### src/sv/assert_macros.svh
// assertion helpers
`ifndef ASSERT_MACROS_SVH
`define ASSERT_MACROS_SVH
`ifndef SYNTHESIS
`define FFPRA_ASSERT(lbl, ck, rn, prop) \
  lbl: assert property (@(posedge ck) disable iff (!rn) prop) else $error("%m: check failed");
`define FFPRA_ASSERT_ALWAYS(lbl, ck, prop) \
  lbl: assert property (@(posedge ck) prop) else $error("%m: check failed");
`else
`define FFPRA_ASSERT(lbl, ck, rn, prop)
`define FFPRA_ASSERT_ALWAYS(lbl, ck, prop)
`endif
`endif

### src/sv/ffpra_pkg.sv
package ffpra_pkg;
  localparam int PAGE_TOTAL = 1024;
  localparam int WBITS     = 8;
  localparam int NCELL     = PAGE_TOTAL / WBITS;
  localparam int AW        = 10;
  localparam int CW        = 11;
  localparam int KW        = 7;

  localparam logic [1:0] ST_OK       = 2'd0;
  localparam logic [1:0] ST_NO_SPACE = 2'd1;
  localparam logic [1:0] ST_OUTSIDE  = 2'd2;

  localparam logic MODE_ALLOC = 1'b0;
endpackage

### src/sv/ffpra_cell.sv
module ffpra_cell (
  input  logic                       clk,
  input  logic                       rst_n,
  input  logic                       shift,
  input  logic [ffpra_pkg::WBITS-1:0] d,
  output logic [ffpra_pkg::WBITS-1:0] q
);
  import ffpra_pkg::*;

  logic [WBITS-1:0] used_r;

  always_ff @(posedge clk) begin
    if (!rst_n) begin
      used_r <= '0;
    end else if (shift) begin
      used_r <= d;
    end
  end

  assign q = used_r;
endmodule

### config.mk
export PLATFORM = sky130hd
export DESIGN_NAME = ffpra_cell
export DESIGN_NICKNAME = d
export VERILOG_FILES = /design/src/sv/assert_macros.svh /design/src/sv/ffpra_pkg.sv /design/src/sv/ffpra_cell.sv
export SDC_FILE = /design/constraint.sdc
export NUM_CORES = 1
export LEC_CHECK = 0
export ABC_AREA = 1
export BUFFER_PORTS_ARGS = -buffer_cell sky130_fd_sc_hd__buf_4
export CORE_AREA = 4 4 41 43
export CTS_BUF_LIST = sky130_fd_sc_hd__clkbuf_2 sky130_fd_sc_hd__clkbuf_4 sky130_fd_sc_hd__clkbuf_8
export DETAILED_ROUTE_END_ITERATION = 7
export DIE_AREA = 0 0 45 47
export PLACE_DENSITY_LB_ADDON = 0.08
export SLEW_MARGIN = 40
export SYNTH_ARGS = -nofsm -noshare
export SYNTH_HDL_FRONTEND = slang
export SYNTH_SLANG_ARGS = --single-unit
### constraint.sdc
create_clock -name clk -period 1.3 [get_ports clk]
set_clock_uncertainty 0.05 [all_clocks]
set_input_delay 0.26 -clock clk [delete_from_list [all_inputs] [get_ports clk]]
set_output_delay 0.26 -clock clk [all_outputs]
set_load 0.005 [all_outputs]
==> results.ini <==
[power_and_ir_drop]
p_clk_frac = 0.338
power.density_nw_per_um2 = 1117
max-vdd-ir-drop_uv = 405.2
power.leakage_nw = 0.2874
internal_power_mw = 0.4215
power.switching_mw = 0.1277
combPwrFrac = 0.167
p_sw_frac = 0.2325
p_seq_frac = 0.495

[cts]
htreeDepth = 1
numCtsBuffers = 3
worst_skew_pair.late_latency_ns = 0.25
post-cts-setup-buffer-count = 0
cts_sinks = 8
ctsRootBufferMaster = clkbuf_4
cts_tree = built
cts_buffer_depth = 2
path_clk_slew_ns = 0.06
hold_buffers = 0
cts_resized = 0

[timing]
fmax_ghz = 1.001
drv_slew = 0
final.setup.tns_ns = 0
holdWs_ns = 0.2356
relSlewSlack = 0.8896
finalCriticalPeriod_ns = 0.9993
rsz0062_at_grt = false
hold_viol_final = 0
fin_crit_sh = 0.7687
setup_violations = 0
worst_pin_slew_ns = 0.1656

[grt]
track_usage = 0.08307
grt-ovfl-total = 0
grt_max_degree = 17
grt_pass1_vias = 283
antenna_found_initial = 0
grt_pass1_wl_um = 1193

[die]
core_area_um2 = 1301
die_w_um = 45
io_pins = 19
rows = 13
start_util = 0.2740
dieArea_um2 = 2115
die_h_um = 47

[place]
place_congestion = 0.5693
placed_cells = 81
post_dp_cell_area_um2 = 469.2
numPortBuffers = 18
post-dp-hpwl_um = 520.9

[worst_setup_path]
cp-end-kind = output port
cp_slowest_cell = dfxtp_1
critPathMaxFanout = 2
start_kind = flop
path_cells = buf_4
timing.critical_path.buf_inv = 1
cpPeakStageDelay_ns = 0.33
crit_arrival_ns = 0.69
path_delay_family = flip-flops
crit_type = reg -> out
crit_required_ns = 0.99

[finish]
fin_cells = 84
final_cell_mix = buf_4 (18), nor2_1 (16), nand2_1 (14), inv_1 (8), dfxtp_1 (8)
final_area_um2 = 491.7
syn_to_final_growth_pct = 37.89
nFillCells = 150
nets = 82
layout_commonest_cell = buf_4
final_core_util = 0.3779
diodes = 0
drive_gt1_frac = 0.3333
largest_reg_flops = 8

[routing]
drcViolationCount = 0
vias = 327
ant_nets = 0
via_per_inst = 3.893
wl_per_cell_um = 8.310
wl_um = 698
drt_iter0_markers = 6
dr.pass1.iters = 4

[logic_synthesis]
synth.distinct_cells = 7
yosys_warnings = 0
seq_area_frac_synth = 0.4491
syn_avg_cell_area_um2 = 6.992
yosys_register_bits = 8
syn-num-nets = 62
postSynthCellCount = 51
syn_area_um2 = 356.6

[flow_run]
maxCapViolations = 0

[hold_path]
hold_class = in -> reg

[outcome]
status = finished, final reports clean

## layer usage
| metal | GRT usage | vias up | part of all wire |
|---|---|---|---|
| met4 | 0.07018 | 0 | 0 |
| li1 | - | 182 | - |
| met3 | 0.04598 | 0 | 0.14 |
| met2 | 0.1073 | 17 | 0.43 |
| met5 | 0 | - | 0 |
| met1 | 0.09817 | 128 | 0.44 |
## synthesized netlist by cell type
cell     number  area (µm²)
dfxtp_1       8       160.2
inv_1         8       30.03
buf_6         1       11.26
nand2_2       2       12.51
nand2_1      14       52.55
nor2_1       16       60.06
buf_8         2       30.03
## worst reg2reg max path: stages (launching register included)
cell and delay (ns):
dfxtp_1 0.31, nor2_1 0.09, nor2_1 0.05
## power groups by stage
stage          Sequential [mW]  Clock, mW  Combinational (mW)
6_report                 0.272      0.186              0.0917
5_1_grt                  0.274      0.219               0.105
4_1_cts                  0.272      0.200              0.0931
3_5_place_dp             0.277          0              0.0929
3_3_place_gp             0.277          0              0.0930
2_1_floorplan            0.278          0              0.0501
## kinds of logic (layout without fill, tap and decap cells)
| group | after synthesis | count (layout) | share of synthesized area |
|---|---|---|---|
| buffers and inverters | 11 | 29 | 0.2000 |
| AND/OR/NAND/NOR | 32 | 32 | 0.3509 |
| flip-flops | 8 | 8 | 0.4491 |
## area by class of cell
type / count / area [µm²] / share of cell area
multi-input cells: 32 / 125.1 / 0.2545
well taps: 15 / 18.77 / 0.03817
flip-flops and latches: 8 / 160.2 / 0.3257
clock buffers: 3 / 22.52 / 0.04580
repair buffers: 18 / 135.1 / 0.2748
inverters: 8 / 30.03 / 0.06107
## path summary, 6_finish.rpt
| path | endpoint | startpoint | depth (start not counted) | slack (ns) |
|---|---|---|---|---|
| max | q[4] | q[4] | 1 | 0.30 |
| min | q[0] | rst_n | 3 | 0.24 |
| max reg2reg | q[2] | q[2] | 2 | 0.70 |
| min reg2reg | q[0] | q[0] | 2 | 0.42 |
## stage by stage
stage / worst slack [ns] / power [mW]
3_3_place_gp: 0.5303 / 0.3701
4_1_cts: 0.2836 / 0.5644
6_report: 0.3007 / 0.5492
2_1_floorplan: 0.5139 / 0.3277
3_5_place_dp: 0.5232 / 0.3696
5_1_grt: 0.2345 / 0.5980
Power figures use the tool's default switching activity.
